--- src/pmpu_pkg.sv ---
// Shared types and codes for the paged memory protection unit.
// Used by the controller, the datapath and the top level; depends on nothing.
`default_nettype none
package pmpu_pkg;

   // Request function codes.
   localparam logic [2:0] FUNC_READ    = 3'd0;
   localparam logic [2:0] FUNC_WRITE   = 3'd1;
   localparam logic [2:0] FUNC_MAP     = 3'd2;
   localparam logic [2:0] FUNC_UNMAP   = 3'd3;
   localparam logic [2:0] FUNC_PROTECT = 3'd4;

   // Response status codes.
   localparam logic [1:0] STATUS_OK       = 2'd0;
   localparam logic [1:0] STATUS_UNMAPPED = 2'd1;
   localparam logic [1:0] STATUS_NO_PERM  = 2'd2;

   // Permission bits.
   localparam logic [2:0] PERM_R = 3'b001;
   localparam logic [2:0] PERM_W = 3'b010;

   // Commands from the controller to the datapath.
   typedef struct packed {
      logic load;
      logic range_init;
      logic byte_commit;
      logic page_chk;
      logic page_upd;
      logic page_next;
      logic zero_start;
      logic zero_step;
      logic clr_step;
   } pmpu_cmd_type;

   // Status from the datapath to the controller.
   typedef struct packed {
      logic [2:0] func;
      logic       byte_fault;
      logic       byte_last;
      logic       range_empty;
      logic       page_absent;
      logic       page_last;
      logic       zero_last;
      logic       clr_last;
   } pmpu_stat_type;

endpackage
`default_nettype wire

--- src/pmpu_ctrl.sv ---
// Controller state machine of the paged memory protection unit.
// Depends on pmpu_pkg; drives the datapath by command and reads its status.
`default_nettype none
module pmpu_ctrl (
   input  wire logic                   clock,
   input  wire logic                   reset,
   input  wire logic                   req_valid,
   output logic                        req_stall,
   output logic                        rsp_valid,
   input  wire logic                   rsp_stall,
   output pmpu_pkg::pmpu_cmd_type      cmd,
   input  wire pmpu_pkg::pmpu_stat_type stat
);
   import pmpu_pkg::*;

   localparam logic [3:0] ST_CLR   = 4'd0;
   localparam logic [3:0] ST_IDLE  = 4'd1;
   localparam logic [3:0] ST_DEC   = 4'd2;
   localparam logic [3:0] ST_BCHK  = 4'd3;
   localparam logic [3:0] ST_BEVAL = 4'd4;
   localparam logic [3:0] ST_RTEST = 4'd5;
   localparam logic [3:0] ST_PCHK  = 4'd6;
   localparam logic [3:0] ST_PEVAL = 4'd7;
   localparam logic [3:0] ST_ZERO  = 4'd8;
   localparam logic [3:0] ST_RESP  = 4'd9;

   logic [3:0] state_ff;
   logic [3:0] state_in;

   always_comb begin
      state_in  = state_ff;
      cmd       = '0;
      req_stall = 1'b1;
      rsp_valid = 1'b0;
      unique case (state_ff)
         ST_CLR: begin
            cmd.clr_step = 1'b1;
            if (stat.clr_last) begin
               state_in = ST_IDLE;
            end
         end
         ST_IDLE: begin
            req_stall = 1'b0;
            if (req_valid) begin
               cmd.load = 1'b1;
               state_in = ST_DEC;
            end
         end
         ST_DEC: begin
            cmd.range_init = 1'b1;
            case (stat.func) inside
               FUNC_READ, FUNC_WRITE:            state_in = ST_BCHK;
               FUNC_MAP, FUNC_UNMAP, FUNC_PROTECT: state_in = ST_RTEST;
               default:                          state_in = ST_RESP;
            endcase
         end
         ST_BCHK: begin
            state_in = ST_BEVAL;
         end
         ST_BEVAL: begin
            cmd.byte_commit = 1'b1;
            if (stat.byte_fault || stat.byte_last) begin
               state_in = ST_RESP;
            end else begin
               state_in = ST_BCHK;
            end
         end
         ST_RTEST: begin
            state_in = stat.range_empty ? ST_RESP : ST_PCHK;
         end
         ST_PCHK: begin
            cmd.page_chk = 1'b1;
            state_in = ST_PEVAL;
         end
         ST_PEVAL: begin
            cmd.page_upd = 1'b1;
            if (stat.func == FUNC_MAP && stat.page_absent) begin
               cmd.zero_start = 1'b1;
               state_in = ST_ZERO;
            end else begin
               cmd.page_next = 1'b1;
               state_in = stat.page_last ? ST_RESP : ST_PCHK;
            end
         end
         ST_ZERO: begin
            cmd.zero_step = 1'b1;
            if (stat.zero_last) begin
               cmd.page_next = 1'b1;
               state_in = stat.page_last ? ST_RESP : ST_PCHK;
            end
         end
         ST_RESP: begin
            rsp_valid = 1'b1;
            if (!rsp_stall) begin
               state_in = ST_IDLE;
            end
         end
         default: begin
            state_in = ST_IDLE;
         end
      endcase
   end

   always_ff @(posedge clock) begin
      if (reset) begin
         state_ff <= ST_CLR;
      end else begin
         state_ff <= state_in;
      end
   end
endmodule
`default_nettype wire

--- config.mk ---
export PLATFORM = sky130hd
export DESIGN_NAME = pmpu_ctrl
export DESIGN_NICKNAME = d
export VERILOG_FILES = /design/src/pmpu_pkg.sv /design/src/pmpu_ctrl.sv
export SDC_FILE = /design/constraint.sdc
export NUM_CORES = 1
export LEC_CHECK = 0
export ABC_CLOCK_PERIOD_IN_PS = 3600
export BUFFER_PORTS_ARGS = -buffer_cell sky130_fd_sc_hd__buf_2
export CAP_MARGIN = 20
export CORE_AREA = 2 2 39 41
export CTS_CLUSTER_DIAMETER = 200
export DETAILED_ROUTE_END_ITERATION = 10
export DIE_AREA = 0 0 41 43
export PLACE_DENSITY = 0.68
export SLEW_MARGIN = 20
export SYNTH_ARGS = -nofsm -noshare
export SYNTH_HDL_FRONTEND = slang
export SYNTH_SLANG_ARGS = --single-unit
--- constraint.sdc ---
create_clock -name clock -period 3.6 [get_ports clock]
set_input_delay 0.9 -clock clock [delete_from_list [all_inputs] [get_ports clock]]
set_output_delay 0.9 -clock clock [all_outputs]
set_load 0.01 [all_outputs]
==> results.yml, run 1 <==
run_status:
  outcome: "finished, final reports clean"
yosys:
  synth_nets: 75
  yosys.cell_types.count: 34
  netlist_instances: 61
  ys_seq_area_frac: 0.160
  yosysWarningCount: 0
  netlist_area_um2: 499
  synth.ff_latch_count: 4
  syn_area_per_cell_um2: 8.18
setup_path:
  r2r_end: "state_ff[0]$_SDFFE_PP0P_"
  path_common_cell: "buf_2"
  endpoint_kind: "output port"
  r2r_cells: 4
  cpPeakStageDelay_ps: 290
  cp.required_ps: 2700
  reg2reg_slack_ps: 1940
  crit_path_start_kind: "input pin"
  reg2reg_from: "state_ff[3]$_SDFFE_PP0P_"
  path_buf_inv: 2
  critical_path_class: "input pin to output port"
  worstPathMaxFanout: 5
  cp.arrival_ps: 1680
  path_cells: "buf_2, nand4bb_1, a22o_1, buf_2"
  critPathSlowestCell: "nand4bb_1"
  crit_family: "simple AND/OR/NAND/NOR gates"
pwr:
  pwr-share-clk: 0.382
  netSwitchingPower_uw: 41.4
  p_int_uw: 101
  peakVddDrop_mv: 0.179
  p_leak_uw: 0.000253
  seq_power_share: 0.378
  power_density_mw_per_mm2: 229
  switching_share: 0.290
  power_frac_comb: 0.239
floorplan:
  start_util: 0.361
  coreArea_mm2: 0.00138
  fp-row-count: 14
  die_height_um: 43
  die_w_um: 41
  ioPinCount: 25
  die-area_mm2: 0.00176
cts:
  cts_resized: 0
  cts_root_buf: "clkbuf_4"
  cts.clk_slew.worst_paths_ps: 40
  cts_sinks: 4
  clk_latency_ps: 230
  clockBufferDepth: 2
  htreeDepth: 1
  numCtsBuffers: 3
  postCtsHoldBufs: 0
  cts_setup_buffers: 0
  cts_tree: "yes"
timing:
  rsz0062_at_grt: "false"
  maxSlewViolCount: 0
  fin_tns_setup_ps: 0
  hold_violations: 0
  slew_headroom: 0.555
  tightest_slew_ps: 667
  final.period_utilization: 0.716
  fmax_mhz: 388
  setup_viol: 0
  layout_min_cycle_time_ps: 2580
  fin_skew_ps: 0.247
cells_and_area:
  reg.largest.list: "state_ff (4)"
  largest-register: "state_ff"
  final_cell_mix: "24 x buf_2, 5 x o21ai_0, 4 x nor2_1, 4 x nand2b_1, 4 x dfxtp_1"
  final_layout_size_suffix_gt1_frac: 0.410
  area_growth_pct: 24.6
  largest_reg_flops: 4
  layout_commonest_cell: "buf_2"
  num-fill-cells: 156
  nets: 99
  final_area_um2: 622
  antennaDiodeCount: 0
drt:
  drc: 0
  dr.pass1.iters: 4
  routed_wl_um: 1170
  drt_iter0_markers: 4
  drt-vias-per-instance: 5.39
  final_antenna_net_count: 0
  vias: 534
  wire_per_inst_um: 11.8
global_route:
  overflow: 0
  grt_pass1_vias: 474
  grt_usage: 0.162
  grt_start_max_net_pins: 17
  antenna_found_initial: 0
  grt_pass1_wl_um: 1980
min_path:
  hp-class: "flop to flop"
  whs_endpoint: "state_ff[3]$_SDFFE_PP0P_"
  min_from: "state_ff[2]$_SDFFE_PP0P_"
  worstHoldPathCells: 2
placed_design:
  hpwl_um: 898
  port_buffers: 24
  finalWeightedCongestion: 0.747
  placed_area_um2: 599
run:
  maxCapViolations: 0
[per-layer routing]
metal / routed length [um] / vias to the layer above / global-route usage
met5: 0 / - / 0
met4: 0 / 0 / 0.0200
met3: 64 / 0 / 0.0785
met2: 525 / 16 / 0.234
met1: 578 / 243 / 0.221
li1: - / 275 / -
[through the flow]
step           worst slack [ps]  instances  utilization  power (uW)  hold slack [ps]
6_report                   1020         99        0.449         143              740
5_1_grt                     898         99        0.449         158              782
4_1_cts                    1020         99        0.449         146              738
3_5_place_dp               1020         96        0.433        89.1              733
3_3_place_gp               1040         96        0.433        88.4              744
2_1_floorplan              1310         61            -        74.6              659
[worst max-delay path by stage]
stage	from	end	slack, ps	cells after the start
2_1_floorplan	stat[9]	cmd[3]	1310	2
3_3_place_gp	stat[9]	cmd[3]	1040	4
3_5_place_dp	stat[9]	cmd[3]	1020	4
4_1_cts	stat[9]	cmd[3]	1020	4
5_1_grt	state_ff[3]$_SDFFE_PP0P_	cmd[3]	900	3
6_report	stat[9]	cmd[3]	1020	4
[tightest hold or removal path: stages (launching register included)]
cell     delay, ps
dfxtp_1        450
nand3_1        130
a41oi_1        110
[cells by family after synthesis]
logic type	Yosys count	share of synthesized area
AND/OR/NAND/NOR	25	0.388
AO/OA/AOI/OAI	23	0.323
buffers and inverters	8	0.108
flip-flops	4	0.160
multiplexers	1	0.0201
[power groups by stage]
stage / logic [uW] / clock network, uW / registers, uW
global placement: 33.8 / 0 / 54.6
CTS: 34.5 / 57.5 / 54.0
global route: 38.2 / 65.5 / 54.7
finish: 34.1 / 54.6 / 54.0
floorplan: 24.7 / 0 / 49.9
detailed placement: 34.3 / 0 / 54.7
[cell type report]
| class | count | area [um2] | share of cell area |
|---|---|---|---|
| clock buffers | 3 | 22.5 | 0.0362 |
| well taps | 16 | 20.0 | 0.0322 |
| inverters | 3 | 13.8 | 0.0221 |
| flip-flops and latches | 4 | 80.1 | 0.129 |
| repair buffers | 24 | 120 | 0.193 |
| multi-input cells | 49 | 365 | 0.588 |
[cell usage after synthesis]
cell / instances / area (um2)
nor2b_1: 3 / 18.8
a22oi_1: 1 / 7.51
nand4bb_1: 1 / 11.3
nor4b_4: 2 / 47.6
dfxtp_1: 4 / 80.1
buf_2: 2 / 10.0
inv_2: 1 / 3.75
a21oi_1: 3 / 15.0
and4b_1: 1 / 10.0
nor2_1: 4 / 15.0
inv_1: 1 / 3.75
o21ai_0: 5 / 25.0
a31oi_1: 1 / 6.26
nand3_1: 1 / 5.00
buf_4: 1 / 7.51
and3_1: 2 / 12.5
nor4_1: 1 / 6.26
a2bb2oi_2: 1 / 15.0
nor4_4: 1 / 21.3
nand2b_1: 4 / 25.0
o31ai_1: 1 / 7.51
a21oi_2: 1 / 8.76
o21a_1: 2 / 15.0
inv_4: 1 / 6.26
o2bb2ai_1: 1 / 8.76
nor3_1: 2 / 10.0
o211ai_1: 2 / 15.0
o21ai_1: 1 / 5.00
buf_6: 2 / 22.5
mux2i_1: 1 / 10.0
a41oi_1: 1 / 8.76
a211oi_1: 2 / 15.0
nand2_1: 3 / 11.3
a22o_1: 1 / 8.76
(Power assumes the default switching activity.)
==> run 2: changes to the inputs <==
--- a/config.mk
+++ b/config.mk
@@ -5,14 +5,15 @@
 export SDC_FILE = /design/constraint.sdc
 export NUM_CORES = 1
 export LEC_CHECK = 0
-export ABC_CLOCK_PERIOD_IN_PS = 3600
+export ABC_AREA = 1
+export ABC_CLOCK_PERIOD_IN_PS = 2200
 export BUFFER_PORTS_ARGS = -buffer_cell sky130_fd_sc_hd__buf_2
 export CAP_MARGIN = 20
 export CORE_AREA = 2 2 39 41
 export CTS_CLUSTER_DIAMETER = 200
 export DETAILED_ROUTE_END_ITERATION = 10
 export DIE_AREA = 0 0 41 43
-export PLACE_DENSITY = 0.68
+export PLACE_DENSITY = 0.71
 export SLEW_MARGIN = 20
 export SYNTH_ARGS = -nofsm -noshare
 export SYNTH_HDL_FRONTEND = slang
==> constraint.sdc (replaced) <==
create_clock -name clock -period 2.2 [get_ports clock]
set_input_delay 0.55 -clock clock [delete_from_list [all_inputs] [get_ports clock]]
set_output_delay 0.55 -clock clock [all_outputs]
set_load 0.01 [all_outputs]
==> results.yml, run 2 <==
run_status:
  outcome: "finished, final reports clean"
global_route:
  grt_pass1_wl_um: 1930
  grt_start_max_net_pins: 9
  overflow: 0
  grt_pass1_vias: 506
  antenna_found_initial: 0
  grt_usage: 0.157
drt:
  wire_per_inst_um: 9.50
  drc: 0
  final_antenna_net_count: 0
  vias: 619
  drt_iter0_markers: 2
  routed_wl_um: 1280
  drt-vias-per-instance: 4.59
  dr.pass1.iters: 3
cells_and_area:
  largest-register: "state_ff"
  antennaDiodeCount: 0
  area_growth_pct: 30.0
  final_layout_size_suffix_gt1_frac: 0.370
  utilization: 0.474
  nets: 135
  final_cell_mix: "26 x nand2_1, 24 x buf_2, 16 x nor2_1"
  largest_reg_flops: 4
  reg.largest.list: "state_ff (4)"
  layout_commonest_cell: "nand2_1"
  num-fill-cells: 159
  final_area_um2: 656
yosys:
  synth.ff_latch_count: 4
  synthTopCellsByArea: "nand2_1 19%, dfxtp_1 16%, nor2_1 12%"
  ys_seq_area_frac: 0.159
  synth_edf_count: 0
  netlist_area_um2: 504
  yosys.cell_types.count: 22
  synth_flop_cell: "dfxtp_1"
  netlist_instances: 93
  yosysMostFrequentCell: "nand2_1"
  syn_area_per_cell_um2: 5.42
  synth_common_cells: "26 x nand2_1, 16 x nor2_1, 9 x inv_1"
  yosysWarningCount: 0
  async_flop_share: 0
  synth_top_area_share: 0.194
  synth_nets: 107
  yosys.area.top_type: "nand2_1"
pwr:
  p_leak_uw: 0.000374
  seq_power_share: 0.264
  power_density_mw_per_mm2: 558
  netSwitchingPower_uw: 157
  pwr-share-clk: 0.248
  peakVddDrop_mv: 0.290
  p_int_uw: 209
  switching_share: 0.429
  power_frac_comb: 0.489
placed_design:
  place_ws_ps: 466
  port_buffers: 24
  hpwl_um: 1100
  finalWeightedCongestion: 0.855
  placed_area_um2: 633
cts:
  cts_setup_buffers: 0
  cts_root_buf: "clkbuf_4"
  clockBufferDepth: 2
  cts.clk_slew.worst_paths_ps: 40
  cts_resized: 0
  clk_latency_ps: 230
  postCtsHoldBufs: 0
  htreeDepth: 1
  cts_tree: "yes"
  numCtsBuffers: 3
  cts_sinks: 4
setup_path:
  cp.required_ps: 1650
  worstPathMaxFanout: 8
  reg2reg_from: "state_ff[1]$_SDFFE_PP0P_"
  startpoint: "state_ff[1]$_SDFFE_PP0P_"
  r2r_end: "state_ff[2]$_SDFFE_PP0P_"
  crit_end: "cmd[3]"
  reg2reg_slack_ps: 840
  path_cells: "nand2_1, nor2_4, o21ai_1, o21ai_0, buf_2"
  endpoint_kind: "output port"
  crit_path_start_kind: "flop"
  cp.arrival_ps: 1340
  r2r_cells: 8
  cpPeakStageDelay_ps: 480
  critical_path_class: "flop to output port"
  critPathSlowestCell: "dfxtp_1"
timing:
  setup_viol: 0
  worst_slack_ps: 312
  maxSlewViolCount: 0
  hold_violations: 0
  rsz0062_at_grt: "false"
  fmax_mhz: 530
  fin_hold_ws_ps: 525
  fin_tns_setup_ps: 0
  tightest_slew_ps: 281
  slew_headroom: 0.811
  layout_min_cycle_time_ps: 1890
  final.period_utilization: 0.858
  fin_skew_ps: 2.61
min_path:
  worstHoldPathCells: 2
  hp-class: "input pin to flop"
floorplan:
  die_w_um: 41
  fp-row-count: 14
  die-area_mm2: 0.00176
  ioPinCount: 25
  start_util: 0.364
  coreArea_mm2: 0.00138
  die_height_um: 43
run:
  maxCapViolations: 0
==> run 2: cell types whose count changed after synthesis, sizes merged, moves of 4 or more <==
cell / before / now
inv: 3 / 13
nor2: 4 / 23
nand2b: 4 / 0
buf: 5 / 1
nand2: 3 / 29
nand3: 1 / 7
==> run 2: worst min-delay path by stage <==
stage               slack, ps                  endpoint                     start
finish                    520  state_ff[1]$_SDFFE_PP0P_                     reset
global route              530  state_ff[3]$_SDFFE_PP0P_                     reset
floorplan                 520  state_ff[3]$_SDFFE_PP0P_  state_ff[3]$_SDFFE_PP0P_
detailed placement        570  state_ff[3]$_SDFFE_PP0P_  state_ff[3]$_SDFFE_PP0P_
global placement          570  state_ff[3]$_SDFFE_PP0P_  state_ff[3]$_SDFFE_PP0P_
CTS                       510  state_ff[3]$_SDFFE_PP0P_                     reset
==> run 2: power groups by stage <==
stage               Combinational (uW)  Sequential [uW]  Clock, uW
finish                             179             96.4       90.6
global route                       201             97.5        101
CTS                                179             96.1       95.8
detailed placement                 179             97.2          0
global placement                   177             97.0          0
floorplan                          137             90.9          0
==> run 2: cell type report <==
type	count	area [um2]	share of cell area
clock buffers	3	22.5	0.0344
multi-input cells	74	358	0.546
repair buffers	24	120	0.183
flip-flops and latches	4	80.1	0.122
inverters	14	55.1	0.0840
well taps	16	20.0	0.0305
==> run 2: cells by family after synthesis <==
group | count (synthesis) | synth area share
AO/OA/AOI/OAI | 10 | 0.112
AND/OR/NAND/NOR | 64 | 0.598
flip-flops | 4 | 0.159
buffers and inverters | 15 | 0.132
==> run 2: stage by stage <==
step	instances	total power [uW]
global placement	132	274
CTS	135	371
global route	135	399
floorplan	93	228
detailed placement	132	276
finish	135	366
==> run 2: worst max-delay path: cells and delay by family (launching register included) <==
family,cells,cell delay [ps]
AO/OA/AOI/OAI,2,160
AND/OR/NAND/NOR,2,320
flip-flops,1,480
buffers and inverters,1,150
==> run 2: metal layers <==
| metal | GRT usage | vias up | wire [um] |
|---|---|---|---|
| met4 | 0.0600 | 0 | 0 |
| met5 | 0 | - | 0 |
| met2 | 0.269 | 12 | 654 |
| li1 | - | 341 | - |
| met3 | 0 | 0 | 47 |
| met1 | 0.197 | 266 | 580 |
==> run 3: changes to the inputs <==
--- a/config.mk
+++ b/config.mk
@@ -6,7 +6,7 @@
 export NUM_CORES = 1
 export LEC_CHECK = 0
 export ABC_AREA = 1
-export ABC_CLOCK_PERIOD_IN_PS = 2200
+export ABC_CLOCK_PERIOD_IN_PS = 1700
 export BUFFER_PORTS_ARGS = -buffer_cell sky130_fd_sc_hd__buf_2
 export CAP_MARGIN = 20
 export CORE_AREA = 2 2 39 41
==> constraint.sdc (replaced) <==
create_clock -name clock -period 1.7 [get_ports clock]
set_input_delay 0.425 -clock clock [delete_from_list [all_inputs] [get_ports clock]]
set_output_delay 0.425 -clock clock [all_outputs]
set_load 0.01 [all_outputs]
==> results.yml, run 3 (synthesized netlist as in run 2, its figures left out) <==
cells_and_area:
  final_layout_size_suffix_gt1_frac: 0.403
  antennaDiodeCount: 0
  final_area_um2: 674
  nets: 135
  layout_commonest_cell: "nand2_1"
  largest_reg_flops: 4
  num-fill-cells: 154
  utilization: 0.487
  area_growth_pct: 33.7
  reg.largest.list: "state_ff (4)"
  largest-register: "state_ff"
  final_cell_mix: "26 x nand2_1, 24 x buf_2, 15 x nor2_1"
setup_path:
  critical_path_class: "flop to output port"
  reg2reg_slack_ps: 490
  crit_path_start_kind: "flop"
  cp.arrival_ps: 1190
  startpoint: "state_ff[1]$_SDFFE_PP0P_"
  endpoint_kind: "output port"
  reg2reg_from: "state_ff[3]$_SDFFE_PP0P_"
  worstPathMaxFanout: 8
  cp.required_ps: 1270
cts:
  cts_root_buf: "clkbuf_4"
  clockBufferDepth: 2
  htreeDepth: 1
  cts_sinks: 4
  cts_tree: "yes"
  cts.clk_slew.worst_paths_ps: 40
  clk_latency_ps: 230
  numCtsBuffers: 3
  cts_setup_buffers: 0
  postCtsHoldBufs: 0
floorplan:
  fp-row-count: 14
  die-area_mm2: 0.00176
  die_w_um: 41
  ioPinCount: 25
  start_util: 0.364
  coreArea_mm2: 0.00138
  die_height_um: 43
timing:
  layout_min_cycle_time_ps: 1620
  fin_skew_ps: 4.28
  slew_headroom: 0.818
  rsz0062_at_grt: "true"
  tightest_slew_ps: 270
  fin_tns_setup_ps: 0
  setup_viol: 0
  hold_violations: 0
  final.period_utilization: 0.952
  fmax_mhz: 618
  maxSlewViolCount: 0
  fin_hold_ws_ps: 387
drt:
  vias: 647
  wire_per_inst_um: 9.19
  routed_wl_um: 1240
  final_antenna_net_count: 0
  drt_iter0_markers: 11
  drc: 0
  dr.pass1.iters: 4
  drt-vias-per-instance: 4.79
min_path:
  min_from: "reset"
  hp-class: "input pin to flop"
pwr:
  peakVddDrop_mv: 0.406
  p_leak_uw: 0.000377
  power.total_uw: 487
  power_density_mw_per_mm2: 722
run:
  maxCapViolations: 0
run_status:
  outcome: "finished, final reports clean"
global_route:
  antenna_found_initial: 0
  grt_usage: 0.174
  grt_start_max_net_pins: 9
  grt_pass1_vias: 534
  grt_pass1_wl_um: 2060
  overflow: 0
placed_design:
  finalWeightedCongestion: 0.781
  hpwl_um: 1100
  placed_area_um2: 633
  port_buffers: 24
[run 3: cell count changes in the layout (fill, tap and decap cells not counted)]
cell	change
nor2_1	-1
dfxtp_1	-3
dfxtp_2	+2
nor2_2	-1
o21ai_0	-1
nor2_4	+2
dfxtp_4	+1
o21ai_1	+1
[run 3: final cells by class]
cell class | instances | area (um2) | area share
inverter | 14 | 55.1 | 0.0816
clock buffer | 3 | 22.5 | 0.0334
tap | 16 | 20.0 | 0.0297
multi-input combinational | 74 | 370 | 0.549
timing repair buffer | 24 | 120 | 0.178
sequential | 4 | 86.3 | 0.128
[run 3: final timing paths]
path,end,cells after the start
hold reg to reg,state_ff[3]$_SDFFE_PP0P_,2
setup reg to reg,state_ff[2]$_SDFFE_PP0P_,9
setup / recovery,cmd[3],6
hold / removal,state_ff[1]$_SDFFE_PP0P_,2
[run 3: metrics by stage]
step                      std cells  worst slack (ps)
after floorplan                  93               230
after global placement          132               222
after detailed placement        132               204
after CTS                       135              19.2
after global routing            135             -47.0
final                           135              81.4
[run 3: power by group]
group | internal [uW] | leakage [uW] | total (uW) | switching [uW]
registers | 109 | 0.0000341 | 133 | 24.5
clock network | 78.7 | 0.0000138 | 114 | 35.8
logic | 89.9 | 0.000329 | 239 | 149
total | 277 | 0.000377 | 487 | 210
[run 3: critical path, stage by stage (launching register included)]
cell and delay, ps:
dfxtp_4 370, nor2_4 120, nand2_2 80, nor2_4 110, inv_2 40, o21ai_1 100, buf_2 130
[run 3: what timing repair did]
item                                    4_1_cts  5_1_grt
gates resized for setup                       2        6
pin swaps                                     0        1
endpoints found under the setup margin        1        3
gates cloned                                  0        0
[run 3: routing by layer]
layer  track usage  wire, um
met1         0.203       534
met2         0.278       621
met3        0.0314        63
met4         0.100        22
met5             0         0
